[src/hdl/cau_pkg.sv]
// ----------------------------------------------------------------------------
// Complex arithmetic unit package
// Shared opcodes, status codes, default widths and the pipeline control word.
// ----------------------------------------------------------------------------
package cau_pkg;

  localparam int DEF_DATA_WIDTH = 16;
  localparam int DEF_FRAC_BITS  = 8;

  typedef enum logic [2:0] {
    OP_ADD = 3'd0,
    OP_SUB = 3'd1,
    OP_MUL = 3'd2,
    OP_DIV = 3'd3,
    OP_NEG = 3'd4
  } opcode_t;

  typedef enum logic [1:0] {
    ST_OK   = 2'd0,
    ST_DIV0 = 2'd1,
    ST_SAT  = 2'd2
  } status_t;

  // Control that travels with every word down the pipeline.
  typedef struct packed {
    logic valid;
    logic is_div;
    logic div0;
    logic sat;
  } ctl_t;

endpackage

[src/hdl/cau_combine.sv]
// ----------------------------------------------------------------------------
// Complex arithmetic unit, combine stage
// Forms product sums, finishes add, subtract, negate and multiply, and prepares
// sign, magnitude and divisor for the divider.
// ----------------------------------------------------------------------------
module cau_combine import cau_pkg::*; #(
  parameter int DATA_WIDTH = DEF_DATA_WIDTH,
  parameter int FRAC_BITS  = DEF_FRAC_BITS
) (
  input  logic                           clk,
  input  logic                           rst_n,
  input  logic                           en,
  input  logic                           v_i,
  input  opcode_t                        op_i,
  input  logic signed [2*DATA_WIDTH-1:0] p_rr_i,
  input  logic signed [2*DATA_WIDTH-1:0] p_ii_i,
  input  logic signed [2*DATA_WIDTH-1:0] p_ir_i,
  input  logic signed [2*DATA_WIDTH-1:0] p_ri_i,
  input  logic signed [2*DATA_WIDTH-1:0] d_rr_i,
  input  logic signed [2*DATA_WIDTH-1:0] d_ii_i,
  input  logic signed [DATA_WIDTH:0]     lin_re_i,
  input  logic signed [DATA_WIDTH:0]     lin_im_i,
  output ctl_t                           ctl_r,
  output logic signed [DATA_WIDTH-1:0]   res_re_r,
  output logic signed [DATA_WIDTH-1:0]   res_im_r,
  output logic [1:0]                     neg_r,
  output logic [1:0][2*DATA_WIDTH-1:0]   mag_r,
  output logic [2*DATA_WIDTH-1:0]        den_r
);

  localparam int DW = DATA_WIDTH;
  localparam int W1 = 2 * DATA_WIDTH + 1;

  function automatic logic [W1-1:0] abs_w(input logic signed [W1-1:0] s);
    return s[W1-1] ? W1'(-s) : W1'(s);
  endfunction

  // Returns {saturated, value} for a sign and magnitude.
  function automatic logic [DW:0] sat_pack(input logic neg, input logic [W1-1:0] mag);
    logic [W1-1:0] lim;
    logic [W1-1:0] m;
    lim = neg ? (W1'(1) << (DW-1)) : ((W1'(1) << (DW-1)) - W1'(1));
    m   = (mag > lim) ? lim : mag;
    m   = neg ? (~m + W1'(1)) : m;
    return {mag > lim, m[DW-1:0]};
  endfunction

  logic signed [W1-1:0] m_re, m_im, n_re, n_im, l_re, l_im;
  logic [W1-1:0]        n_re_mag, n_im_mag;
  logic [DW:0]          pk_re, pk_im;
  logic [2*DW-1:0]      den_nxt;
  ctl_t                 ctl_nxt;

  always_comb begin
    m_re     = W1'(p_rr_i) - W1'(p_ii_i);
    m_im     = W1'(p_ir_i) + W1'(p_ri_i);
    n_re     = W1'(p_rr_i) + W1'(p_ii_i);
    n_im     = W1'(p_ir_i) - W1'(p_ri_i);
    l_re     = W1'(lin_re_i);
    l_im     = W1'(lin_im_i);
    n_re_mag = abs_w(n_re);
    n_im_mag = abs_w(n_im);
    den_nxt  = $unsigned(d_rr_i) + $unsigned(d_ii_i);
    if (op_i == OP_MUL) begin
      pk_re = sat_pack(m_re[W1-1], abs_w(m_re) >> FRAC_BITS);
      pk_im = sat_pack(m_im[W1-1], abs_w(m_im) >> FRAC_BITS);
    end else begin
      pk_re = sat_pack(l_re[W1-1], abs_w(l_re));
      pk_im = sat_pack(l_im[W1-1], abs_w(l_im));
    end
    ctl_nxt.valid  = v_i;
    ctl_nxt.is_div = (op_i == OP_DIV);
    ctl_nxt.div0   = (op_i == OP_DIV) && (den_nxt == '0);
    ctl_nxt.sat    = pk_re[DW] | pk_im[DW];
  end

  always_ff @(posedge clk) begin
    if (!rst_n) begin
      ctl_r.valid <= 1'b0;
    end else if (en) begin
      ctl_r.valid <= ctl_nxt.valid;
    end
  end

  always_ff @(posedge clk) begin
    if (en) begin
      ctl_r.is_div <= ctl_nxt.is_div;
      ctl_r.div0   <= ctl_nxt.div0;
      ctl_r.sat    <= ctl_nxt.sat;
      res_re_r     <= pk_re[DW-1:0];
      res_im_r     <= pk_im[DW-1:0];
      neg_r        <= {n_im[W1-1], n_re[W1-1]};
      mag_r[0]     <= n_re_mag[2*DW-1:0];
      mag_r[1]     <= n_im_mag[2*DW-1:0];
      den_r        <= den_nxt;
    end
  end

endmodule

[config.mk]
export PLATFORM = sky130hd
export DESIGN_NAME = cau_combine
export DESIGN_NICKNAME = d
export VERILOG_FILES = /design/src/hdl/cau_pkg.sv /design/src/hdl/cau_combine.sv
export SDC_FILE = /design/constraint.sdc
export NUM_CORES = 1
export LEC_CHECK = 0
export ABC_AREA = 1
export BUFFER_PORTS_ARGS = -buffer_cell sky130_fd_sc_hd__buf_2
export CELL_PAD_IN_SITES_DETAIL_PLACEMENT = 0
export CELL_PAD_IN_SITES_GLOBAL_PLACEMENT = 1
export CORE_UTILIZATION = 30
export CTS_CLUSTER_DIAMETER = 50
export DETAILED_ROUTE_END_ITERATION = 10
export HOLD_SLACK_MARGIN = 0.06
export MAX_ROUTING_LAYER = met4
export PLACE_DENSITY = 0.65
export SLEW_MARGIN = 30
export SYNTH_ARGS = -nofsm -noshare
export SYNTH_HDL_FRONTEND = slang
export SYNTH_SLANG_ARGS = --single-unit
[constraint.sdc]
create_clock -name clk -period 10.75 [get_ports clk]
set_input_delay 0.5375 -clock clk [delete_from_list [all_inputs] [get_ports clk]]
set_output_delay 0.5375 -clock clk [all_outputs]
set_load 0.005 [all_outputs]
* Yosys cells after proc, flatten, opt, wreduce, memory -nomap -nowiden
Index checks and enable logic that the tools add are counted.
** Operators by class
- Add/sub/neg operators :: 15
- Equal/unequal tests :: 2
- Reductions and logical operators :: 2
- Bitwise gates (word level) :: 5
- Multiplexer cells :: 20
- $lt $le $gt $ge :: 4
** Operator list (count)
- 16-bit two-way mux :: 12
- 33-bit two-way mux :: 4
- 32-bit by 32-bit adder with 33-bit output :: 2
- 33-bit by 16-bit > comparator with 1-bit output :: 2
- 17-bit negation with 33-bit output :: 2
- 33-bit negation :: 2
- 32-bit by 32-bit subtractor with 33-bit output :: 2
- 16-bit by 1-bit adder with 16-bit output, second input constant :: 4
- 32-bit two-way mux :: 2
- 32-bit negation :: 2
- 16-bit inverter :: 4
- 25-bit by 16-bit > comparator with 1-bit output :: 2
- 17-bit two-way mux :: 2
- 32-bit adder :: 1
- 32-bit logical NOT :: 1
- 3-bit by 2-bit == test with 1-bit output, second input constant :: 2
- 1-bit logical AND :: 1
- 1-bit OR :: 1
** Storage, ports and cells
- Output and inout port bits :: 134
- Register bits :: 134
- Logic and storage cells :: 58

* Longest topological paths before layout
Gate-level depths: netlist of run 1.
- Depth after elaboration :: 10
- Mapped depth :: 45
- Depth with buffers taken out :: 43

* Least setup slack after synthesis of run 1
No wires, ideal clock.
- Path type :: input to register
- From :: input p_rr_i[0]
- To :: register res_re_r[14], data pin
- Required time :: 10496 ps
- Arrival time :: 5592 ps
- Buffers on the path :: 6
- Setup slack :: 4904 ps
- Cell stages on the path :: 39
- Setup time :: 254 ps
- Cells stage by stage :: inv_1 ha_1 fa_1 inv_1 nand3_1 nand2_1 nand2_1 nand2_1 nand2_1 nand2_1 nand3b_1 nand2_1 nand2_1 nand2_2 buf_2 buf_2 clkbuf_1 clkbuf_1 [... 3 more ...] nand2_1 nor3b_1 nand4_1 nor2_1 nand3_2 nand3_2 buf_6 buf_2 nand2_1 inv_1 ha_1 nand2_1 nor2_1 nand4_1 nand2_1 nand3_1 nand3_1 nand2_1
** On the way
- Cells in the longest elaborated chain, start to end :: 9
- Elaborated cells on any way between the ends :: 10
** RTL lines
- start, declared :: RTL line cau_combine.sv:15 : input logic signed [2*DATA_WIDTH-1:0] p_rr_i,
- 32-bit by 32-bit subtractor with 33-bit output (*) :: RTL line cau_combine.sv:55 : m_re = W1'(p_rr_i) - W1'(p_ii_i);
- 33-bit negation :: RTL line cau_combine.sv:35 : return s[W1-1] ? W1'(-s) : W1'(s);
- 33-bit two-way mux :: RTL line cau_combine.sv:35
- 25-bit by 16-bit > comparator with 1-bit output :: RTL line cau_combine.sv:43 : m = (mag > lim) ? lim : mag;
- 16-bit two-way mux :: RTL line cau_combine.sv:43
- 16-bit inverter :: RTL line cau_combine.sv:44 : m = neg ? (~m + W1'(1)) : m;
- 16-bit by 1-bit adder with 16-bit output :: RTL line cau_combine.sv:44
- 16-bit two-way mux (*) :: RTL line cau_combine.sv:44
- 17-bit two-way mux (*) :: RTL line cau_combine.sv:64 : if (op_i == OP_MUL) begin
- named net pk_re[14] :: RTL line cau_combine.sv:50 : logic [DW:0] pk_re, pk_im;
- end signal, assigned :: RTL line cau_combine.sv:90 : res_re_r <= pk_re[DW-1:0];
- end, declared :: RTL line cau_combine.sv:24 : output logic signed [DATA_WIDTH-1:0] res_re_r,
The timed path passes the listed nets; every way through them passes the cells marked *.
A chain may end at the register's enable or synchronous reset.

* Worst setup path in the final report of run 1
Same ends and word-level chain as after synthesis.

==> key figures, run 1 <==
Status
  • Status: complete, no violations

Global routing
  • Largest net degree at the start of global routing: 79
  • First-pass GRT wire length: 127.7 mm
  • Vias in the first global route: 23.48k
  • Total gr overflow: 0
  • Total track usage: 21.61%
  • Antenna violations before repair: 1

Cells and area
  • Area grow syn2layout: 14.57%
  • Final Core Density: 34.76%
  • Leading cell types in the layout, fill and taps excluded: nand2_1 (1053), inv_1 (552), nor2_1 (430), buf_2 (365), nand3_1 (283)
  • Most common cell after layout, fill and taps aside: nand2_1
  • NumNets Final: 4508
  • Fillers: 8468
  • Multi-input gate area: 0.01592 mm2
  • Proportion of layout cells with a drive suffix above 1: 13.88%
  • Reg area: 0.004014 mm2

Timing
  • Worst slew pin tran: 980.1 ps
  • Final hold violations: 0
  • Fin crit share: 56.97%
  • Slew Limit Fails: 0
  • Setup tns final: 0 ps
  • Unrepaired setup endpoints after global routing: no
  • Final Skew: 0 ps
  • Min Tclk post-route: 6125 ps
  • Final setup fails: 0
  • Max-slew headroom: 34.59%
  • Maximum clock frequency: 163.3 MHz

Detailed routing
  • Residual DRC count: 0
  • Met1 wire length: 37.20 mm
  • Routed vias: 24.27k
  • Highest metal used: met4
  • Met2 wire length: 40.10 mm
  • DRT Pass-1 Iters: 6
  • WL met3: 2.513 mm
  • Detailed-route wire length per cell: 16.17 um
  • Initial DRC count: 1471
  • Routed WL: 81.55 mm
  • Post-route antenna net violation count: 0
  • Vias per std cell: 4.813

Placement
  • Port Buffers: 366
  • DP HPWL: 69.16 mm
  • RD Place Congestion: 0.9056

Clock network
  • Worst-case clock buffer depth: 2
  • Post-CTS setup buffer count: 0
  • CTS tree: done
  • Clk_lat worst skew: 490 ps
  • Htree depth: 4
  • CTS clk-pin slew, worst paths: 70 ps
  • Hold_buf cts: 0
  • Clk sinks: 134
  • Num CTS Buffers: 17
  • CTS resizes: 0
  • Clk root buf: clkbuf_16

Die
  • Die Span Y: 276.6 um
  • Initial Utilization: 30.34%
  • # rows: 100
  • Placeable Area: 0.07457 mm2
  • DIE AREA: 0.07651 mm2
  • IO Pins: 367
  • Die Wd: 276.6 um

Synth
  • Mean area per synthesized cell: 6.042 um2
  • Post-Syn Nets: 4193
  • Register area share after synthesis: 17.74%
  • Post-synthesis async set-or-reset flop share: 0%
  • Number of flops mapped to enable cells by yosys: 133
  • Synth cell types: 60
  • Mapped Area: 0.02262 mm2
  • Ys flop type: edfxtp_1
  • Syn Inst Count: 3744
  • Ys Warns: 0
  • Number of synthesized register bits: 134

Power and ir drop
  • Max IR drop VDD: 0.08525 mV
  • Pwr Density: 118.7 mW/mm2
  • Leakage: 13.54 nW

Critical path
  • Most used cell, CP: nand2_1
  • CP top delay family: simple AND/OR/NAND/NOR gates
  • R2R setup slack: 10090 ps
  • Crit. path cell count: 38
  • RR Endpoint: ctl_r[3]
  • Worst Setup Path Type: input port to register
  • R2r startpoint: ctl_r[3]
  • Data required time at the worst endpoint: 10980 ps
  • Crit end category: register
  • CP max-delay cell: buf_4
  • Critical Path End: res_re_r[14]
  • Crit path largest cell delay: 500 ps
  • Worst path bufs/invs: 6
  • Reg2reg path depth: 2
  • Startpoint Class: input port
  • CP Launch Point: p_rr_i[0]
  • Critical Path Fanout Max: 58
  • Data arrival, critical path: 6360 ps

Min path
  • HP Class: input port to register
  • Worst Hold Depth: 3
  • Hold_sp: v_i

Job
  • Number of max-cap violations: 0
-- routing by layer --
layer | GRT usage [%] | vias up
li1 | - | 12730
met1 | 26.23 | 10970
met2 | 37.93 | 493
met3 | 2.177 | 79
met4 | 5.744 | 0
met5 | - | -
-- cells by family (layout without fill, tap and decap cells) --
family	count (synthesis)	after routing	synth area share (%)
AOI/OAI and AO/OA	466	466	11.83
xor gates and xnor gates	187	187	7.240
adders and majority gates	216	216	12.11
buffers and inverters	687	1015	11.91
DFF	134	134	17.74
other	0	1	0
and+or+nand+nor	2054	2054	39.16
-- where the power goes --
group	total [W]	switching (W)	internal, W
clock	0.000635	0.000287	0.000348
sequential	0.000748	0.0000291	0.000719
combinational	0.00169	0.00113	0.000558
-- worst reg2reg max path: stages (launching register included) --
cell and delay, ps:
dfxtp_1 310, o21ai_0 160, a21oi_1 60
-- per-stage QoR --
step	total power, W	cell area (um2)	hold slack [ps]	setup slack, ps	cells
3_5_place_dp	0.002453	25320	532.4	4116	5009
6_report	0.003076	25920	275.0	4626	5042
5_1_grt	0.003336	25920	259.1	3869	5042
3_3_place_gp	0.002463	25320	535.5	4254	5009
2_1_floorplan	0.001897	22620	524.8	4904	3744
4_1_cts	0.003112	25910	235.1	4626	5041
-- worst min path at each step --
stage                           to  slack [ps]
after floorplan           ctl_r[3]         520
after global placement    ctl_r[3]         540
after detailed placement  ctl_r[3]         530
after CTS                 ctl_r[3]         240
after global routing      ctl_r[3]         260
final                     ctl_r[3]         270
-- sequential cells by signal, summed over array words and instances, names as in the netlist --
register	flops
res_im_r	16
neg_r	2
den_r	32
res_re_r	16
ctl_r	4
mag_r	64
-- synth_stat cells, types with 5 or more instances --
cell      count  area share [%]
or2_2         6            0.17
nor2_2       29            0.80
o221ai_1      5            0.19
inv_2        55            0.91
o211ai_1     24            0.80
nand4_1      80             2.2
nand3_2      11            0.49
a31oi_1      14            0.39
a21o_1        8            0.27
buf_6         6            0.30
o21bai_1     12            0.40
o21ai_0     124             2.7
clkbuf_1     23            0.38
a211oi_1     11            0.37
nor3b_1       5            0.17
nand3_1     283             6.3
a21oi_1     187             4.1
a21oi_2       6            0.23
edfxtp_1    133              18
nand2_1    1053              17
o21ai_1      27            0.60
buf_2        39            0.86
inv_1       552             9.2
and2_1        6            0.17
a21boi_0     12            0.40
nand3b_1     22            0.73
ha_1        211              12
xnor2_1      44             1.7
nor3_1       67             1.5
nand2_2      34            0.94
xor2_1      143             5.5
fa_1          5            0.44
buf_4         6            0.20
nor4_1       13            0.36
o31ai_1      13            0.43
nor2_1      430             7.1
-- cell type report --
type,count,area share [%]
Antenna cell,1,0.009655
Clock buffer,18,1.656
Clock inverter,14,0.6372
Inverter,611,8.849
Multi-Input combinational cell,2923,61.42
Sequential cell,134,15.49
Tap cell,969,4.678
Timing Repair Buffer,372,7.266
Power figures use the tool's default switching activity.
==> inputs of run 2 (changes only) <==
--- a/config.mk
+++ b/config.mk
@@ -5,7 +5,7 @@
 export SDC_FILE = /design/constraint.sdc
 export NUM_CORES = 1
 export LEC_CHECK = 0
-export ABC_AREA = 1
+export ABC_AREA = 0
 export BUFFER_PORTS_ARGS = -buffer_cell sky130_fd_sc_hd__buf_2
 export CELL_PAD_IN_SITES_DETAIL_PLACEMENT = 0
 export CELL_PAD_IN_SITES_GLOBAL_PLACEMENT = 1
==> constraint.sdc (replaced) <==
create_clock -name clk -period 5.5 [get_ports clk]
set_input_delay 0.275 -clock clk [delete_from_list [all_inputs] [get_ports clk]]
set_output_delay 0.275 -clock clk [all_outputs]
set_load 0.005 [all_outputs]
==> key figures, run 2 <==
Timing
  • Maximum clock frequency: 147.2 MHz
  • Final Skew: 0 ps (unchanged)
  • Final WS setup: -1295 ps (was 4626 ps)
  • Max-slew headroom: 35.86% (was 34.59%)
  • Slew Limit Fails: 0 (unchanged)
  • Unrepaired setup endpoints after global routing: yes (was no)
  • Final setup fails: 12 (was 0)
  • Min Tclk post-route: 6795 ps
  • Worst slew pin tran: 962.1 ps (was 980.1 ps)
  • Final hold violations: 0 (unchanged)
  • Fin crit share: 123.6%

Global routing
  • Global Route met1 Usage: 27.59% (was 26.23%)
  • Met3 usage: 3.262% (was 2.177%)
  • Total gr overflow: 0 (unchanged)
  • Vias in the first global route: 24.55k (was 23.48k)
  • Total track usage: 22.56% (was 21.61%)
  • Antenna violations before repair: 11 (was 1)
  • Most Crowded Layer GR: met2 (unchanged)
  • Grt met2 use: 38.17% (was 37.93%)
  • First-pass GRT wire length: 126.0 mm (was 127.7 mm)
  • Largest net degree at the start of global routing: 89 (was 79)

Clock network
  • Worst-case clock buffer depth: 2 (unchanged)
  • CTS tree: done (unchanged)
  • Clk sinks: 134 (unchanged)
  • Num CTS Buffers: 17 (unchanged)
  • Clk_lat worst skew: 480 ps (was 490 ps)
  • Clk root buf: clkbuf_16 (unchanged)
  • CTS clk-pin slew, worst paths: 70 ps (about the same)
  • Htree depth: 4 (unchanged)

Synth
  • Post-synthesis async set-or-reset flop share: 0% (unchanged)
  • Mapped Area: 0.02128 mm2 (was 0.02262 mm2)
  • Post-Syn Nets: 3251 (was 4193)
  • Count leader, synth: nor2_1 (was nand2_1)
  • Top-area cell type share of the netlist area: 18.77% (was 17.65%)
  • Number of flops mapped to enable cells by yosys: 133 (unchanged)
  • Syn Inst Count: 2802 (was 3744)
  • Area contributors post-synth: edfxtp_1 (19%), ha_1 (12%), xnor2_1 (7.4%) (was edfxtp_1 (18%), nand2_1 (17%), ha_1 (12%))
  • Ys Warns: 0 (unchanged)
  • Mean area per synthesized cell: 7.595 um2 (was 6.042 um2)
  • Ys flop type: edfxtp_1 (unchanged)
  • Synth cell types: 110 (was 60)
  • Register area share after synthesis: 18.86% (was 17.74%)
  • Number of synthesized register bits: 134 (unchanged)
  • Post-synth top cells: nor2_1 (242), a21oi_1 (214), ha_1 (211) (was nand2_1 (1053), inv_1 (552), nor2_1 (430))
  • Area leader, netlist: edfxtp_1 (unchanged)

Min path
  • HP Class: input port to register (unchanged)

Critical path
  • Worst Setup Path Type: input port to register (unchanged)
  • CP max-delay cell: or4b_4 (was buf_4)
  • Critical Path Fanout Max: 5 (was 58)
  • Crit path largest cell delay: 540 ps (was 500 ps)
  • Crit end category: register (unchanged)
  • R2r startpoint: ctl_r[3] (unchanged)
  • Data arrival, critical path: 7020 ps (was 6360 ps)
  • Data required time at the worst endpoint: 5720 ps (was 10980 ps)
  • RR Endpoint: ctl_r[3] (unchanged)
  • Startpoint Class: input port (unchanged)
  • CP Launch Point: p_ir_i[0] (was p_rr_i[0])
  • Most used cell, CP: o21ai_2 (was nand2_1)
  • R2R setup slack: 4880 ps (was 10090 ps)
  • Reg2reg path depth: 2 (unchanged)
  • Critical Path End: res_im_r[14] (was res_re_r[14])

Detailed routing
  • Initial DRC count: 1482 (was 1471)
  • DRT Pass-1 Iters: 6 (unchanged)
  • Post-route antenna net violation count: 0 (unchanged)
  • Routed WL: 81.73 mm (was 81.55 mm)
  • Residual DRC count: 0 (unchanged)
  • Routed vias: 24.90k (was 24.27k)
  • Vias per std cell: 5.213 (was 4.813)
  • Detailed-route wire length per cell: 17.11 um (was 16.17 um)

Die
  • Initial Utilization: 30.34% (about the same)
  • Die Wd: 268.3 um (was 276.6 um)
  • Die Span Y: 268.3 um (was 276.6 um)
  • # rows: 97 (was 100)
  • Placeable Area: 0.07015 mm2 (was 0.07457 mm2)
  • DIE AREA: 0.07201 mm2 (was 0.07651 mm2)
  • IO Pins: 367 (unchanged)

Cells and area
  • Largest Register: mag_r (unchanged)
  • Multi-input gate area: 0.01688 mm2 (was 0.01592 mm2)
  • Top Registers: mag_r (64), den_r (32) (unchanged)
  • Fillers: 7169 (was 8468)
  • Reg area: 0.004014 mm2 (unchanged)
  • Leading cell types in the layout, fill and taps excluded: buf_4 (732), buf_2 (361), nor2_1 (239), a21oi_1 (209) (was nand2_1 (1053), inv_1 (552), nor2_1 (430), buf_2 (365), nand3_1 (283))
  • Most common cell after layout, fill and taps aside: buf_4 (was nand2_1)
  • NumNets Final: 4262 (was 4508)
  • Area grow syn2layout: 45.71% (was 14.57%)
  • Largest register FFs: 64 (unchanged)
  • Non-filler cells, final: 4776 (was 5042)
  • Proportion of layout cells with a drive suffix above 1: 34.66% (was 13.88%)

Power and ir drop
  • Max IR drop VDD: 0.2196 mV (was 0.08525 mV)
  • Overall power: 0.006931 W (was 0.003076 W)
  • Pwr Density: 223.5 mW/mm2 (was 118.7 mW/mm2)
  • Leakage: 13.75 nW (was 13.54 nW)

Status
  • Failing checks: setup timing
  • Status: finished, violations left (was complete, no violations)

Placement
  • DP HPWL: 67.42 mm (was 69.16 mm)
  • Port Buffers: 366 (unchanged)
  • RD Place Congestion: 0.9159 (was 0.9056)
  • Placed Cells: 4688 (was 5009)

Job
  • Number of max-cap violations: 0 (unchanged)
-- run 2: cell type report --
cell class,count,share of cell area [%]
Antenna cell,10,0.08070
Clock buffer,20,1.408
Clock inverter,12,0.6496
Inverter,188,2.316
Multi-Input combinational cell,2361,54.43
Sequential cell,134,12.94
Tap cell,940,3.793
Timing Repair Buffer,1111,24.37
-- run 2: logic make-up after synthesis --
group / Yosys count / share of synthesized area, %
XOR/XNOR: 238 / 9.901
AO/OA/AOI/OAI: 893 / 27.80
adder cells (fa/ha/maj): 217 / 12.92
multiplexers: 26 / 1.252
buffers and inverters: 307 / 5.509
flip-flops: 134 / 18.86
AND/OR/NAND/NOR: 987 / 23.75
-- run 2: how the worst min path moves through the flow --
stage                   start        to  cells past startpoint  slack [ps]
global placement     ctl_r[3]  ctl_r[3]                      2         500
floorplan                  en  ctl_r[0]                      0         390
detailed placement      rst_n  ctl_r[3]                      2         530
finish                    v_i  ctl_r[3]                      3         100
global route        d_ii_i[0]  den_r[0]                      2         100
CTS                 d_ii_i[0]  den_r[0]                      2          60
-- run 2: where the power goes --
group / total [W] / internal [W] / switching, W / leakage, nW
logic: 0.00415 / 0.00195 / 0.00219 / 12.1
registers: 0.00144 / 0.00138 / 0.0000537 / 1.31
clock network: 0.00135 / 0.000805 / 0.000543 / 0.305
total: 0.00693 / 0.00414 / 0.00279 / 13.7
-- run 2: through the flow --
step                      setup WS (ps)  hold slack [ps]  utilization (%)  setup TNS [ps]  cell area, um2
after floorplan                   -1433            387.5                -          -11900           21580
after global placement            -1958            498.9            41.90          -26080           29390
after detailed placement          -1994            529.5            41.90          -27720           29390
after CTS                         -1133            61.03            43.65           -6013           30620
after global routing              -1597            102.8            44.21          -12250           31010
final                             -1295            99.41            44.21           -7364           31010
-- run 2: per-layer routing --
layer | part of all wire [%] | routed length, um | up-vias
met4 | 2.2 | 1810 | 0
met3 | 4.6 | 3733 | 108
li1 | - | - | 12460
met1 | 45 | 36920 | 11750
met5 | 0 | 0 | -
met2 | 48 | 39260 | 582
-- run 2: repair_timing --
action / CTS / global route
pin swaps: 42 / 29
endpoints found under the setup margin: 25 / 26
resized for setup: 78 / 52
hold buffers: 1 / 0
setup buffers: 31 / 16
hold endpoints to repair: 1 / 0
-- run 2: worst max-delay path, delay by kind of cell --
family / cells / cell delay, ps
fa+ha+maj: 4 / 820
mux: 1 / 220
xor+xnor: 1 / 150
compound gates: 10 / 1650
simple gates: 15 / 3440
buf+inv: 4 / 450
